### src/rtl/ewm_pkg.sv
`timescale 1ns / 1ps

package ewm_pkg;

  // Data path sizes.
  localparam int SAMPLE_WIDTH  = 16;
  localparam int FRACTION_BITS = 16;
  localparam int AVG_W         = 32;
  localparam int INDEX_W       = 16;

  // Configuration register sizes and constants.
  localparam int ALPHA_W     = 17;
  localparam int LIMIT_W     = 16;
  localparam int AGE_W       = LIMIT_W + 1;
  localparam int ALPHA_SHIFT = 16;
  localparam int ALPHA_ONE   = 1 << ALPHA_SHIFT;

  // Register map: byte address is four times the register index.
  localparam int CFG_ADDR_W = 3;
  localparam logic REG_ALPHA     = 1'b0;
  localparam logic REG_AGE_LIMIT = 1'b1;

  // Scaled sample width, before it is clamped to the average width.
  localparam int XQ_W   = SAMPLE_WIDTH + FRACTION_BITS;
  localparam int WIDE_W = (XQ_W > AVG_W) ? XQ_W : AVG_W;

  // Stream payload widths, rounded up to whole bytes.
  localparam int IN_W       = SAMPLE_WIDTH;
  localparam int IN_TDATA_W = ((IN_W + 7) / 8) * 8;
  localparam int OUT_W      = INDEX_W + 3 * SAMPLE_WIDTH + AVG_W;
  localparam int OUT_TDATA_W = ((OUT_W + 7) / 8) * 8;

  // Per-item control shared by the tracking units.
  typedef struct packed {
    logic upd;    // an item is being retired this cycle
    logic first;  // it is the first item since reset
  } step_ctl_t;

  // Clamp a wide signed value to the signed average range.
  function automatic logic signed [AVG_W-1:0] sat_avg(input logic signed [WIDE_W+3:0] v);
    logic signed [WIDE_W+3:0] hi;
    logic signed [WIDE_W+3:0] lo;
    hi = (WIDE_W+4)'({1'b0, {(AVG_W-1){1'b1}}});
    lo = -hi - (WIDE_W+4)'(1);
    if (v > hi) begin
      sat_avg = hi[AVG_W-1:0];
    end else if (v < lo) begin
      sat_avg = lo[AVG_W-1:0];
    end else begin
      sat_avg = v[AVG_W-1:0];
    end
  endfunction

endpackage

### src/rtl/ewm_extreme.sv
`timescale 1ns / 1ps

module ewm_extreme
  import ewm_pkg::*;
(
  input  logic                           clk,
  input  logic                           rst_n,
  input  step_ctl_t                      ctl,
  input  logic                           is_max,
  input  logic signed [SAMPLE_WIDTH-1:0] x,
  input  logic [LIMIT_W-1:0]             age_limit,
  output logic signed [SAMPLE_WIDTH-1:0] mark_nxt
);

  logic signed [SAMPLE_WIDTH-1:0] mark_r;
  logic [AGE_W-1:0]               age_r;
  logic [AGE_W-1:0]               age_nxt;
  logic [AGE_W-1:0]               age_step;
  logic signed [SAMPLE_WIDTH-1:0] mark_step;
  logic                           moved;

  // A strictly better sample moves the mark; otherwise the mark ages.
  always_comb begin
    moved     = is_max ? (x > mark_r) : (x < mark_r);
    mark_step = moved ? x : mark_r;
    age_step  = moved ? age_r : age_r + AGE_W'(1);
    if (ctl.first) begin
      mark_nxt = x;
      age_nxt  = age_r;
    end else if (age_step > {1'b0, age_limit}) begin
      mark_nxt = x;
      age_nxt  = AGE_W'(1);
    end else begin
      mark_nxt = mark_step;
      age_nxt  = age_step;
    end
  end

  always_ff @(posedge clk) begin
    if (!rst_n) begin
      mark_r <= '0;
      age_r  <= AGE_W'(1);
    end else if (ctl.upd) begin
      mark_r <= mark_nxt;
      age_r  <= age_nxt;
    end
  end

endmodule

### config.mk
export PLATFORM = sky130hd
export DESIGN_NAME = ewm_extreme
export DESIGN_NICKNAME = d
export VERILOG_FILES = /design/src/rtl/ewm_pkg.sv /design/src/rtl/ewm_extreme.sv
export SDC_FILE = /design/constraint.sdc
export NUM_CORES = 1
export LEC_CHECK = 0
export BUFFER_PORTS_ARGS = -buffer_cell sky130_fd_sc_hd__buf_2
export CAP_MARGIN = 5
export CORE_MARGIN = 2
export CORE_UTILIZATION = 61
export CTS_CLUSTER_SIZE = 28
export DETAILED_ROUTE_END_ITERATION = 10
export PLACE_DENSITY = 0.87
export SLEW_MARGIN = 10
export SYNTH_ARGS = -nofsm -noshare
export SYNTH_HDL_FRONTEND = slang
export SYNTH_SLANG_ARGS = --single-unit
### constraint.sdc
create_clock -name clk -period 13.6 [get_ports clk]
set_clock_uncertainty 0.15 [all_clocks]
set_input_delay 0.68 -clock clk [delete_from_list [all_inputs] [get_ports clk]]
set_output_delay 0.68 -clock clk [all_outputs]
set_load 0.1 [all_outputs]
==> impl_metrics.env <==
export IMPL_status="finished, final reports clean"
export IMPL_post_cts_resized=0
export IMPL_required_ns=12.77
export IMPL_synth_top_family_by_area="simple AND/OR/NAND/NOR gates"
export IMPL_synth_area_leaders="dfxtp_1 (23%), ha_1 (15%), mux2i_1 (6.3%), mux2_1 (5.9%), inv_1 (4.5%)"
export IMPL_dp_cells=435
export IMPL_synth_avg_cell_area_um2=8.36
export IMPL_finalMaxSlewViolations=0
export IMPL_final_area_um2=3220
export IMPL_hp_start="age_r[7]"
export IMPL_grt_pass1_wl_mm=10.9
export IMPL_cts_root_buffer="clkbuf_8"
export IMPL_power_density_nw_per_um2=96.1
export IMPL_viasPerCell=5.89
export IMPL_nNetsFinal=460
export IMPL_p_leak_nw=1.54
export IMPL_grt_overflow=0
export IMPL_grt_usage=0.266
export IMPL_preCtsSetupSlack_ns=6.91
export IMPL_postRouteWirelength_mm=6.46
export IMPL_fillCellCount=337
export IMPL_io_pins=53
export IMPL_ys_seq_area_frac=0.232
export IMPL_place_congestion=0.878
export IMPL_worstPathArrival_ns=5.87
export IMPL_critPathLaunchType="input pin"
export IMPL_drt_iter0_drc=188
export IMPL_r2r_start="mark_r[15]"
export IMPL_syn2layout_area_growth_pct=13.3
export IMPL_worstSetupPathType="input pin to output port"
export IMPL_synth_top_area_share=0.232
export IMPL_cp_end_kind="output port"
export IMPL_min_period_ns=6.70
export IMPL_core_area_um2=4410
export IMPL_clock_sinks=33
export IMPL_start_util=0.644
export IMPL_hold_viol=0
export IMPL_grt_max_degree=24
export IMPL_synthArstFlopShare=0
export IMPL_die_y_um=72.3
export IMPL_ys_ff_latch=33
export IMPL_htreeDepth=2
export IMPL_slew_headroom=0.247
export IMPL_startpoint="x[15]"
export IMPL_max_cap_violations=0
export IMPL_cts_clk_slew_worst_paths_ns=0.08
export IMPL_fin_tns_setup_ns=0
export IMPL_die_w_um=72.3
export IMPL_drc=0
export IMPL_post_dp_cell_area_um2=3120
export IMPL_ir_worst_vdd_mv=0.0859
export IMPL_clk_path_buf_depth=2
export IMPL_synth_mux_area_frac=0.135
export IMPL_synthXorXnorAreaFrac=0.0493
export IMPL_synth_edf_count=0
export IMPL_postCtsHoldBufs=0
export IMPL_fmax_mhz=149
export IMPL_yosysWarnings=0
export IMPL_critPathMaxFanout=17
export IMPL_ant_nets=0
export IMPL_worst_slew_pin_transition_ns=1.12
export IMPL_setup_slack_ns=6.90
export IMPL_period_share=0.492
export IMPL_syn_cell_area_um2=2840
export IMPL_drive_above_1_share=0.189
export IMPL_synth_ff_type="dfxtp_1"
export IMPL_hpwl_mm=4.86
export IMPL_antenna_cells=0
export IMPL_vias=2608
export IMPL_wl_per_cell_um=14.6
export IMPL_synth_compound_area_frac=0.156
export IMPL_synth_adder_area_share=0.145
export IMPL_post_cts_buffers=0
export IMPL_insertion_delay_ns=0.30
export IMPL_grt_pass1_vias=2499
export IMPL_synthSimpleGateAreaFrac=0.216
export IMPL_synth_cell_types=49
export IMPL_num_rows=24
export IMPL_rsz0062_at_grt="false"
export IMPL_hold_class="flop to flop"
export IMPL_numCtsBuffers=5
export IMPL_syn_inst=340
export IMPL_first_pass_iters=4
export IMPL_synth_nets=410
export IMPL_synth_top_cell_by_area="dfxtp_1"
export IMPL_dieArea_um2=5220
export IMPL_io_buffers=52
export IMPL_fin_cells=443
export IMPL_setup_viol=0
export IMPL_tritoncts="yes"
export IMPL_antenna_found_initial=0
==> cell type report <==
cell class	instances	area [µm²]	share of cell area
clock buffers	7	96.3	0.0299
well taps	52	65.1	0.0202
flip-flops and latches	33	661	0.205
inverters	34	128	0.0396
multi-input cells	262	1990	0.618
clock inverters	1	5.00	0.00155
repair buffers	54	275	0.0854
==> flip-flops by register name, summed over array words and instances (netlist names) <==
| name | count |
|---|---|
| mark_r | 16 |
| age_r | 17 |
==> synthesized netlist by cell type, drive strengths merged, types with 10 or more instances <==
| cell | n |
|---|---|
| nand2 | 25 |
| mux2i | 18 |
| nor2 | 18 |
| a21oi | 19 |
| nand4 | 10 |
| mux2 | 18 |
| nor2b | 17 |
| a31oi | 11 |
| inv | 34 |
| dfxtp | 33 |
| ha | 33 |
| o21ai | 10 |
| nand3 | 13 |
==> cell families after synthesis <==
group	after synthesis
compound gates	65
xor+xnor	16
fa+ha+maj	33
buf+inv	45
flops	33
mux	36
simple gates	112
==> final timing paths <==
kind	endpoint	slack (ns)	cells after the start
hold / removal	age_r[7]	0.37	1
setup reg to reg	age_r[15]	8.27	18
setup / recovery	mark_nxt[2]	6.90	17
hold reg to reg	age_r[7]	0.37	1
==> cell usage in the layout (no fill, tap or decap), types with 3 or more instances in the layout <==
master	netlist	final
a21oi_1	19	19
a31oi_1	11	11
and2_1	4	4
and3_1	6	6
buf_2	2	52
clkbuf_8	0	7
dfxtp_1	33	33
ha_1	33	33
inv_1	34	34
mux2_1	15	15
mux2_2	3	3
mux2i_1	18	18
nand2_1	25	25
nand2b_1	5	5
nand3_1	13	13
nand4_1	9	9
nor2_1	18	18
nor2b_1	17	17
nor3_1	6	6
o211ai_1	5	5
o21ai_0	6	6
o21ai_1	4	4
o31ai_1	3	3
xnor2_1	8	8
xor2_1	8	8
==> critical path, stage by stage <==
cell and delay (ns):
buf_2 0.11, ha_1 0.35, nand4_2 0.16, a2111oi_1 0.40, a211o_2 0.21, mux2_2 0.44, nand2_1 0.27, nor2_1 0.11
xor2_1 0.16, ha_1 0.31, nand4_1 0.15, nor4_1 0.45, a21oi_1 0.12, a21boi_2 0.24, nor4_4 0.98, mux2_1 0.26
buf_2 0.43
==> per-layer routing <==
metal | routed length (µm) | vias up | global-route usage
met3 | 333 | 10 | 0.0653
met2 | 3050 | 62 | 0.433
met5 | 0 | - | 0
met4 | 99 | 0 | 0.0922
li1 | - | 1306 | -
met1 | 2970 | 1230 | 0.343
==> power breakdown <==
group | leakage [nW] | internal (W) | switching (W) | total, W
combinational | 1.22 | 0.0000343 | 0.0000831 | 0.000117
clock | 0.0542 | 0.0000458 | 0.0000412 | 0.0000870
sequential | 0.269 | 0.000101 | 0.00000413 | 0.000105
==> metrics by stage <==
| stage | hold WS, ns | util | total power [W] |
|---|---|---|---|
| after floorplan | 0.320 | - | 0.000201 |
| after global placement | 0.335 | 0.707 | 0.000221 |
| after detailed placement | 0.350 | 0.707 | 0.000224 |
| after CTS | 0.369 | 0.730 | 0.000308 |
| after global routing | 0.387 | 0.730 | 0.000324 |
| final | 0.368 | 0.730 | 0.000310 |
Power figures use the tool's default switching activity.
