### config.mk
export PLATFORM = sky130hd
export DESIGN_NAME = ewm_cfg
export DESIGN_NICKNAME = d
export VERILOG_FILES = /design/src/rtl/ewm_pkg.sv /design/src/rtl/ewm_cfg.sv
export SDC_FILE = /design/constraint.sdc
export NUM_CORES = 1
export LEC_CHECK = 0
export ABC_AREA = 1
export BUFFER_PORTS_ARGS = -buffer_cell sky130_fd_sc_hd__buf_4
export CAP_MARGIN = 0
export CORE_MARGIN = 3
export CORE_UTILIZATION = 43
export CTS_CLUSTER_DIAMETER = 200
export CTS_CLUSTER_SIZE = 8
export DETAILED_ROUTE_END_ITERATION = 6
export PLACE_DENSITY_LB_ADDON = 0.05
export SETUP_SLACK_MARGIN = 0.1
export SYNTH_ARGS = -nofsm -noshare
export SYNTH_HDL_FRONTEND = slang
export SYNTH_SLANG_ARGS = --single-unit
### constraint.sdc
create_clock -name clk -period 1.1 [get_ports clk]
set_input_delay 0.22 -clock clk [delete_from_list [all_inputs] [get_ports clk]]
set_output_delay 0.22 -clock clk [all_outputs]
set_load 0.02 [all_outputs]
### src/rtl/ewm_pkg.sv
`timescale 1ns / 1ps

package ewm_pkg;

  // Data path sizes.
  localparam int SAMPLE_WIDTH  = 16;
  localparam int FRACTION_BITS = 16;
  localparam int AVG_W         = 32;
  localparam int INDEX_W       = 16;

  // Configuration register sizes and constants.
  localparam int ALPHA_W     = 17;
  localparam int LIMIT_W     = 16;
  localparam int AGE_W       = LIMIT_W + 1;
  localparam int ALPHA_SHIFT = 16;
  localparam int ALPHA_ONE   = 1 << ALPHA_SHIFT;

  // Register map: byte address is four times the register index.
  localparam int CFG_ADDR_W = 3;
  localparam logic REG_ALPHA     = 1'b0;
  localparam logic REG_AGE_LIMIT = 1'b1;

  // Scaled sample width, before it is clamped to the average width.
  localparam int XQ_W   = SAMPLE_WIDTH + FRACTION_BITS;
  localparam int WIDE_W = (XQ_W > AVG_W) ? XQ_W : AVG_W;

  // Stream payload widths, rounded up to whole bytes.
  localparam int IN_W       = SAMPLE_WIDTH;
  localparam int IN_TDATA_W = ((IN_W + 7) / 8) * 8;
  localparam int OUT_W      = INDEX_W + 3 * SAMPLE_WIDTH + AVG_W;
  localparam int OUT_TDATA_W = ((OUT_W + 7) / 8) * 8;

  // Per-item control shared by the tracking units.
  typedef struct packed {
    logic upd;    // an item is being retired this cycle
    logic first;  // it is the first item since reset
  } step_ctl_t;

  // Clamp a wide signed value to the signed average range.
  function automatic logic signed [AVG_W-1:0] sat_avg(input logic signed [WIDE_W+3:0] v);
    logic signed [WIDE_W+3:0] hi;
    logic signed [WIDE_W+3:0] lo;
    hi = (WIDE_W+4)'({1'b0, {(AVG_W-1){1'b1}}});
    lo = -hi - (WIDE_W+4)'(1);
    if (v > hi) begin
      sat_avg = hi[AVG_W-1:0];
    end else if (v < lo) begin
      sat_avg = lo[AVG_W-1:0];
    end else begin
      sat_avg = v[AVG_W-1:0];
    end
  endfunction

endpackage

### src/rtl/ewm_cfg.sv
`timescale 1ns / 1ps

module ewm_cfg
  import ewm_pkg::*;
(
  input  logic                  clk,
  input  logic                  rst_n,
  input  logic                  cfg_psel,
  input  logic                  cfg_penable,
  input  logic                  cfg_pwrite,
  input  logic [CFG_ADDR_W-1:0] cfg_paddr,
  input  logic [31:0]           cfg_pwdata,
  output logic [31:0]           cfg_prdata,
  output logic                  cfg_pready,
  output logic [ALPHA_W-1:0]    alpha,
  output logic [LIMIT_W-1:0]    age_limit
);

  logic [ALPHA_W-1:0] alpha_r;
  logic [LIMIT_W-1:0] age_limit_r;
  logic               wr_en;
  logic               sel;

  assign cfg_pready = 1'b1;
  assign wr_en      = cfg_psel & cfg_penable & cfg_pwrite;
  assign sel        = cfg_paddr[2];

  // Register writes complete in the access phase.
  always_ff @(posedge clk) begin
    if (!rst_n) begin
      alpha_r     <= ALPHA_W'(ALPHA_ONE / 2);
      age_limit_r <= LIMIT_W'(16);
    end else if (wr_en) begin
      unique case (sel)
        REG_ALPHA:     alpha_r     <= cfg_pwdata[ALPHA_W-1:0];
        REG_AGE_LIMIT: age_limit_r <= cfg_pwdata[LIMIT_W-1:0];
        default: ;
      endcase
    end
  end

  // Read back the selected register.
  always_comb begin
    unique case (sel)
      REG_ALPHA:     cfg_prdata = 32'(alpha_r);
      REG_AGE_LIMIT: cfg_prdata = 32'(age_limit_r);
      default:       cfg_prdata = '0;
    endcase
  end

  assign alpha     = alpha_r;
  assign age_limit = age_limit_r;

endmodule

==> impl_metrics.toml, run 1 <==
[setup_path]
path_cells = "nand2_2 > nand2_2 > buf_6"
critical_path.top_delay_family = "flip-flops"
r2r_slack_ns = 0.36
critPathLaunchType = "flip-flop"
path_class = "flip-flop to primary output"
critPathMaxStageDelay_ns = 0.36
cp_max_fo = 3
cp_slowest_cell = "dfxtp_2"
end_kind = "primary output"
crit_required_ns = 0.88
arrival_ns = 0.87
cpMostUsedCell = "nand2_2"
critPathBufInv = 1

[power_and_ir_drop]
peakVddDrop_v = 0.0007286
total_power_w = 0.002839
p_leak_nw = 1.387
p_per_area_nw_per_um2 = 1017

[synth]
ys_ff_latch = 33
synth.distinct_cells = 18
syn_area_um2 = 1808
ys.flop_type = "dfxtp_1"
synth_enable_flop_cells = 0
synth-seq-area-share_pct = 36.54
yosysWarnings = 0
synth_async_sr_flop_share_pct = 0
syn_avg_cell_area_um2 = 6.672
syn_inst = 271

[floorplan]
fp.dieH_um = 70.84
die_area_um2 = 5018
fp.dieW_um = 70.84
rows = 22
ioPinCount = 106
initial_core_util_pct = 46.92
core_um2 = 3854

[global_route]
grt_pass1_vias = 1660
gr-total-overflow = 0
grt.total_usage_pct = 18.54
antenna_found_initial = 0
grt_pass1_wl_mm = 7.562
grt_start_max_net_pins = 34

[drt]
routedWlPerCell_um = 11.66
viasPerCell = 4.606
vias = 1824
drt-initial-drc-count = 113
ant_nets = 0
wl_mm = 4.619
drt-pass1-iter-count = 4
drcViolationCount = 0

[clock_tree]
cts-htree-levels = 2
ctsHoldBuffers = 0
cts-root-buf = "clkbuf_8"
clock-sinks = 33
clock_latency_ns = 0.28
clk_pin_slew_ns = 0.06
clock_path_buffers = 2
cts_tree = "built"
cts_made_buffers = 5

[cells_and_area]
area_growth_pct = 54.46
nets = 388
insertedDiodeCount = 0
final_cell_mix = "44 x nor2_1, 44 x buf_6, 43 x nand2_2, 42 x buf_4, 39 x nand2_1"
drive_gt1_share_pct = 56.03
num-fill-cells = 355
final_cells = 396

[place]
post-dp-hpwl_mm = 3.028
gp_congestion = 0.6829
io_buffers = 72
dp.cells = 381

[timing]
period_needed_ns = 1.093
rsz0062_at_grt = "true"
slew_viol_final = 0
fin_worst_skew_ns = 0
finalCritPeriodShare_pct = 99.35
hold_viol = 0
finalSetupViolCount = 0
timing.fmax_ghz = 0.9151

[status]
outcome = "finished, final reports clean"

[min_path]
worstHoldPathType = "input port to flip-flop"

[flow_run]
cap_violations = 0
[layer usage]
metal / GRT usage (%) / up-vias / share of wire (%)
li1: - / 941 / -
met1: 23.04 / 816 / 41
met2: 30.69 / 60 / 50
met3: 6.250 / 7 / 8.0
met4: 5.010 / 0 / 1.1
met5: 0 / - / 0
[what timing repair did]
item | 4_1_cts | 5_1_grt
setup buffers | 7 | 1
setup endpoints to repair | 50 | 45
gates resized for setup | 60 | 52
pin swaps | 18 | 13
[state kept, by name (all words and copies together) (netlist names)]
signal and count:
age_limit 16, alpha 17
[cell type report]
type / count / area (um^2) / share of cell area [%]
timing repair buffer: 88 / 850.8 / 30.47
clock buffer: 7 / 86.33 / 3.091
multi-input combinational: 200 / 998.5 / 35.75
inverter: 20 / 77.57 / 2.778
tap: 48 / 60.06 / 2.151
sequential: 33 / 719.4 / 25.76
[worst reg2reg max path, delay by kind of cell, from the launching register on]
family	cells	cell delay [ns]
simple gates	2	0.15
buf+inv	1	0.13
flops	1	0.36
[kinds of logic (layout without fill, tap and decap cells)]
group / Yosys count / after routing / synth area share (%)
AOI/OAI and AO/OA: 2 / 2 / 0.5537
DFF: 33 / 33 / 36.54
other: 2 / 16 / 0.4154
buffers and inverters: 52 / 115 / 17.23
and+or+nand+nor: 182 / 182 / 45.26
[metrics by stage]
stage                     hold slack (ns)  utilization, %  setup TNS (ns)  setup slack [ns]  instance area (um^2)
after global placement             0.4444           61.10               0          0.002425                  2355
after CTS                          0.1537           68.05               0          0.001049                  2623
after detailed placement           0.4471           61.10        -0.01492          -0.01108                  2355
after floorplan                    0.3462               -               0           0.07554                  1904
final                              0.1605           72.47               0          0.007203                  2793
after global routing               0.1656           72.47         -0.4514          -0.04732                  2793
[report_power, final]
part | leakage (nW) | internal (W) | switching (W)
sequential | 0.284 | 0.00123 | 0.0000430
combinational | 1.06 | 0.000285 | 0.000375
clock | 0.0443 | 0.000496 | 0.000406
total | 1.39 | 0.00201 | 0.000824
[synth_stat cells (2+ instances only)]
cell       n  area, um^2
buf_2      6       30.03
o21ai_0    2       10.01
conb_1     2       7.510
dfxtp_1   33       660.6
nand3_1   33       165.2
nor2_1    45       168.9
buf_4     19       142.6
nor2_8     2       40.04
buf_1      2       7.510
clkbuf_1   2       7.510
nand2_1   82       307.8
nor2_2    19       118.9
inv_1     19       71.32
[path summary, 6_finish.rpt]
path                                        to  cells after the start           start
worst max-delay path            cfg_prdata[14]                      3   age_limit[14]
worst min-delay path                 alpha[15]                      3  cfg_pwdata[15]
worst max register to register    age_limit[6]                      3    age_limit[6]
worst min register to register   age_limit[15]                      2   age_limit[15]
Power figures use the tool's default switching activity.
==> inputs of run 2 (changes only) <==
--- a/config.mk
+++ b/config.mk
@@ -5,11 +5,12 @@
 export SDC_FILE = /design/constraint.sdc
 export NUM_CORES = 1
 export LEC_CHECK = 0
-export ABC_AREA = 1
 export BUFFER_PORTS_ARGS = -buffer_cell sky130_fd_sc_hd__buf_4
 export CAP_MARGIN = 0
+export CELL_PAD_IN_SITES_DETAIL_PLACEMENT = 1
+export CELL_PAD_IN_SITES_GLOBAL_PLACEMENT = 1
 export CORE_MARGIN = 3
-export CORE_UTILIZATION = 43
+export CORE_UTILIZATION = 29
 export CTS_CLUSTER_DIAMETER = 200
 export CTS_CLUSTER_SIZE = 8
 export DETAILED_ROUTE_END_ITERATION = 6
==> run 2 against run 1 <==
  * The flow now finishes with violations (negative setup slack)
  * Critical endpoint is now cfg_prdata[2]
  * Largest cell class is now non-clock buffers
  * Sequential power decreased by 3%
  * Area after synthesis down 11%
  * Clock skew stayed put
  * Worst hold slack better by 0.037 ns
  * First-iteration DRC count is 68% lower
  * Critical path depth fell by 1
==> impl_metrics.toml, run 2 <==
[setup_path]
timing.rr.start = "age_limit[12]"
crit_start = "alpha[2]"
crit_end = "cfg_prdata[2]"
ff2ff_path_depth = 4
critPathLaunchType = "flip-flop"
cp_max_fo = 2
end_kind = "primary output"
arrival_ns = 1.01
rr_endpoint = "age_limit[12]"
crit_required_ns = 0.88
path_class = "flip-flop to primary output"
r2r_slack_ns = 0.31

[clock_tree]
clock_latency_ns = 0.28
clock_path_buffers = 2
clk_pin_slew_ns = 0.07
cts_made_buffers = 5
ctsHoldBuffers = 0
cts-root-buf = "clkbuf_8"
cts-htree-levels = 2
cts_tree = "built"
clock-sinks = 33

[cells_and_area]
final_cell_mix = "77 x buf_6, 48 x nand2_1, 38 x buf_4, 33 x mux2i_1, 33 x dfxtp_2"
multi_input_area_um2 = 870.8
drive_gt1_share_pct = 62.19
final_common_cell = "buf_6"
area_growth_pct = 86.38
ff_latch_area_um2 = 701.9
insertedDiodeCount = 0
largest_reg_flops = 17
num-fill-cells = 577
nets = 322

[power_and_ir_drop]
p_per_area_nw_per_um2 = 887.6
peakVddDrop_v = 0.0006534
p_clk_share_pct = 32.9
intPower_w = 0.001958
p_sw_share_pct = 26.77
p_leak_nw = 1.439
p_comb_share_pct = 20.5
power_switching_w = 0.0007160
total_power_w = 0.002674
seq_power_share_pct = 46.6

[synth]
yosysWarnings = 0
synth-simple-area-share_pct = 14.63
ys_ff_latch = 33
muxShareOfSynthArea_pct = 31.58
synth_async_sr_flop_share_pct = 0
ys_top_cells_by_count = "48 x nand2_1, 33 x dfxtp_1, 33 x mux2i_1, 20 x buf_4, 16 x mux2_2"
yosysMostFrequentCell = "nand2_1"
synth-seq-area-share_pct = 40.87
synth_top_area_share_pct = 40.87
syn_area_um2 = 1617
synth_xor_area_share_pct = 0
yosys-top-cells-area = "dfxtp_1 41%, mux2i_1 20%, mux2_2 11%"
synth_top_family_by_area = "multiplexers"
syn_avg_cell_area_um2 = 9.622
syn_inst = 168
synth_enable_flop_cells = 0
synth.largest_area_cell = "dfxtp_1"
synth.distinct_cells = 14
synth_fa_ha_area_share_pct = 0
ys.flop_type = "dfxtp_1"
synth_compound_area_share_pct = 0

[place]
gp_congestion = 0.6636
post-dp-hpwl_mm = 3.484
pre_cts_ws_ns = -0.1201
io_buffers = 72

[global_route]
grt.total_usage_pct = 16.67
grt_pass1_vias = 1736
grt_start_max_net_pins = 29
antenna_found_initial = 0
gr-total-overflow = 0
grt_pass1_wl_mm = 8.383

[min_path]
worstHoldPathType = "input port to flip-flop"

[floorplan]
fp.dieH_um = 80.66
die_area_um2 = 6506
ioPinCount = 106
fp.dieW_um = 80.66
rows = 26
initial_core_util_pct = 30.86
core_um2 = 5238

[drt]
drt-pass1-iter-count = 4
vias = 1538
routedWlPerCell_um = 14.92
ant_nets = 0
drcViolationCount = 0
wl_mm = 5.265
viasPerCell = 4.357
drt-initial-drc-count = 36

[timing]
slew_viol_final = 0
hold_viol = 0
finalCritPeriodShare_pct = 112.0
period_needed_ns = 1.232
rsz0062_at_grt = "true"
timing.fmax_ghz = 0.8117
finalSetupViolCount = 18
fin_ws_ns = -0.1320
fin_worst_skew_ns = 0
final.setup.tns_ns = -2.082

[flow_run]
cap_violations = 0

[status]
violations = "negative setup slack"
outcome = "finished, violations left"
==> run 2: changes by cell type after synthesis, moves of 5 or more <==
cell,change
mux2i_1,+33
nand2_1,-34
nor2b_1,+5
inv_1,-19
mux2_2,+16
nor2_2,-19
nor2_1,-45
nand3_1,-33
==> run 2: worst max-delay path, stage by stage, from the launching register on <==
cell	delay, ns
dfxtp_2	0.33
mux2_4	0.28
buf_6	0.13
==> run 2: what timing repair did <==
| action | in CTS | in global routing |
|---|---|---|
| gates cloned | 0 | 0 |
| buffers inserted | 30 | 26 |
| pin swaps | 0 | 0 |
| hold endpoints to repair | 0 | 0 |
| endpoints found under the setup margin | 48 | 49 |
| resized for setup | 111 | 21 |
==> run 2: logic make-up after synthesis <==
family / Yosys count
DFF: 33
and+or+nand+nor: 56
muxes: 49
other: 2
buffers and inverters: 28
==> run 2: worst min-delay path by stage <==
stage	startpoint	end	slack [ns]	cells after the start
after floorplan	cfg_pwdata[16]	alpha[16]	0.36	2
after detailed placement	alpha[4]	alpha[4]	0.47	2
final	cfg_pwdata[4]	alpha[4]	0.20	3
after global routing	cfg_pwdata[4]	alpha[4]	0.22	3
after global placement	alpha[16]	alpha[16]	0.45	2
after CTS	cfg_pwdata[4]	alpha[4]	0.20	3
==> run 2: final cells by class <==
class / instances / share of cell area [%]
well taps: 70 / 2.907
multi-input cells: 121 / 28.90
repair buffers: 121 / 42.23
flip-flops and latches: 33 / 23.30
clock buffers: 8 / 2.658
==> run 2: power by group through the flow <==
stage / registers [W] / clock network, W / logic (W)
floorplan: 0.00130 / 0 / 0.000273
global placement: 0.00127 / 0 / 0.000428
detailed placement: 0.00127 / 0 / 0.000441
CTS: 0.00124 / 0.000901 / 0.000535
global route: 0.00125 / 0.000970 / 0.000592
finish: 0.00124 / 0.000880 / 0.000549
==> run 2: routing by layer <==
layer	track usage, %	vias to the layer above	wire length [um]
met5	0	-	0
met4	3.041	0	19
met3	4.148	2	281
met2	32.12	52	2887
met1	18.29	735	2077
li1	-	749	-
==> run 2: per-stage QoR <==
step	instance area, um^2	hold WS (ns)	utilization [%]	cells
finish	3013	0.1971	57.53	353
detailed placement	2267	0.4745	43.29	304
global route	3013	0.2153	57.53	353
CTS	2908	0.1966	55.52	342
global placement	2267	0.4530	43.29	304
floorplan	1730	0.3622	-	182
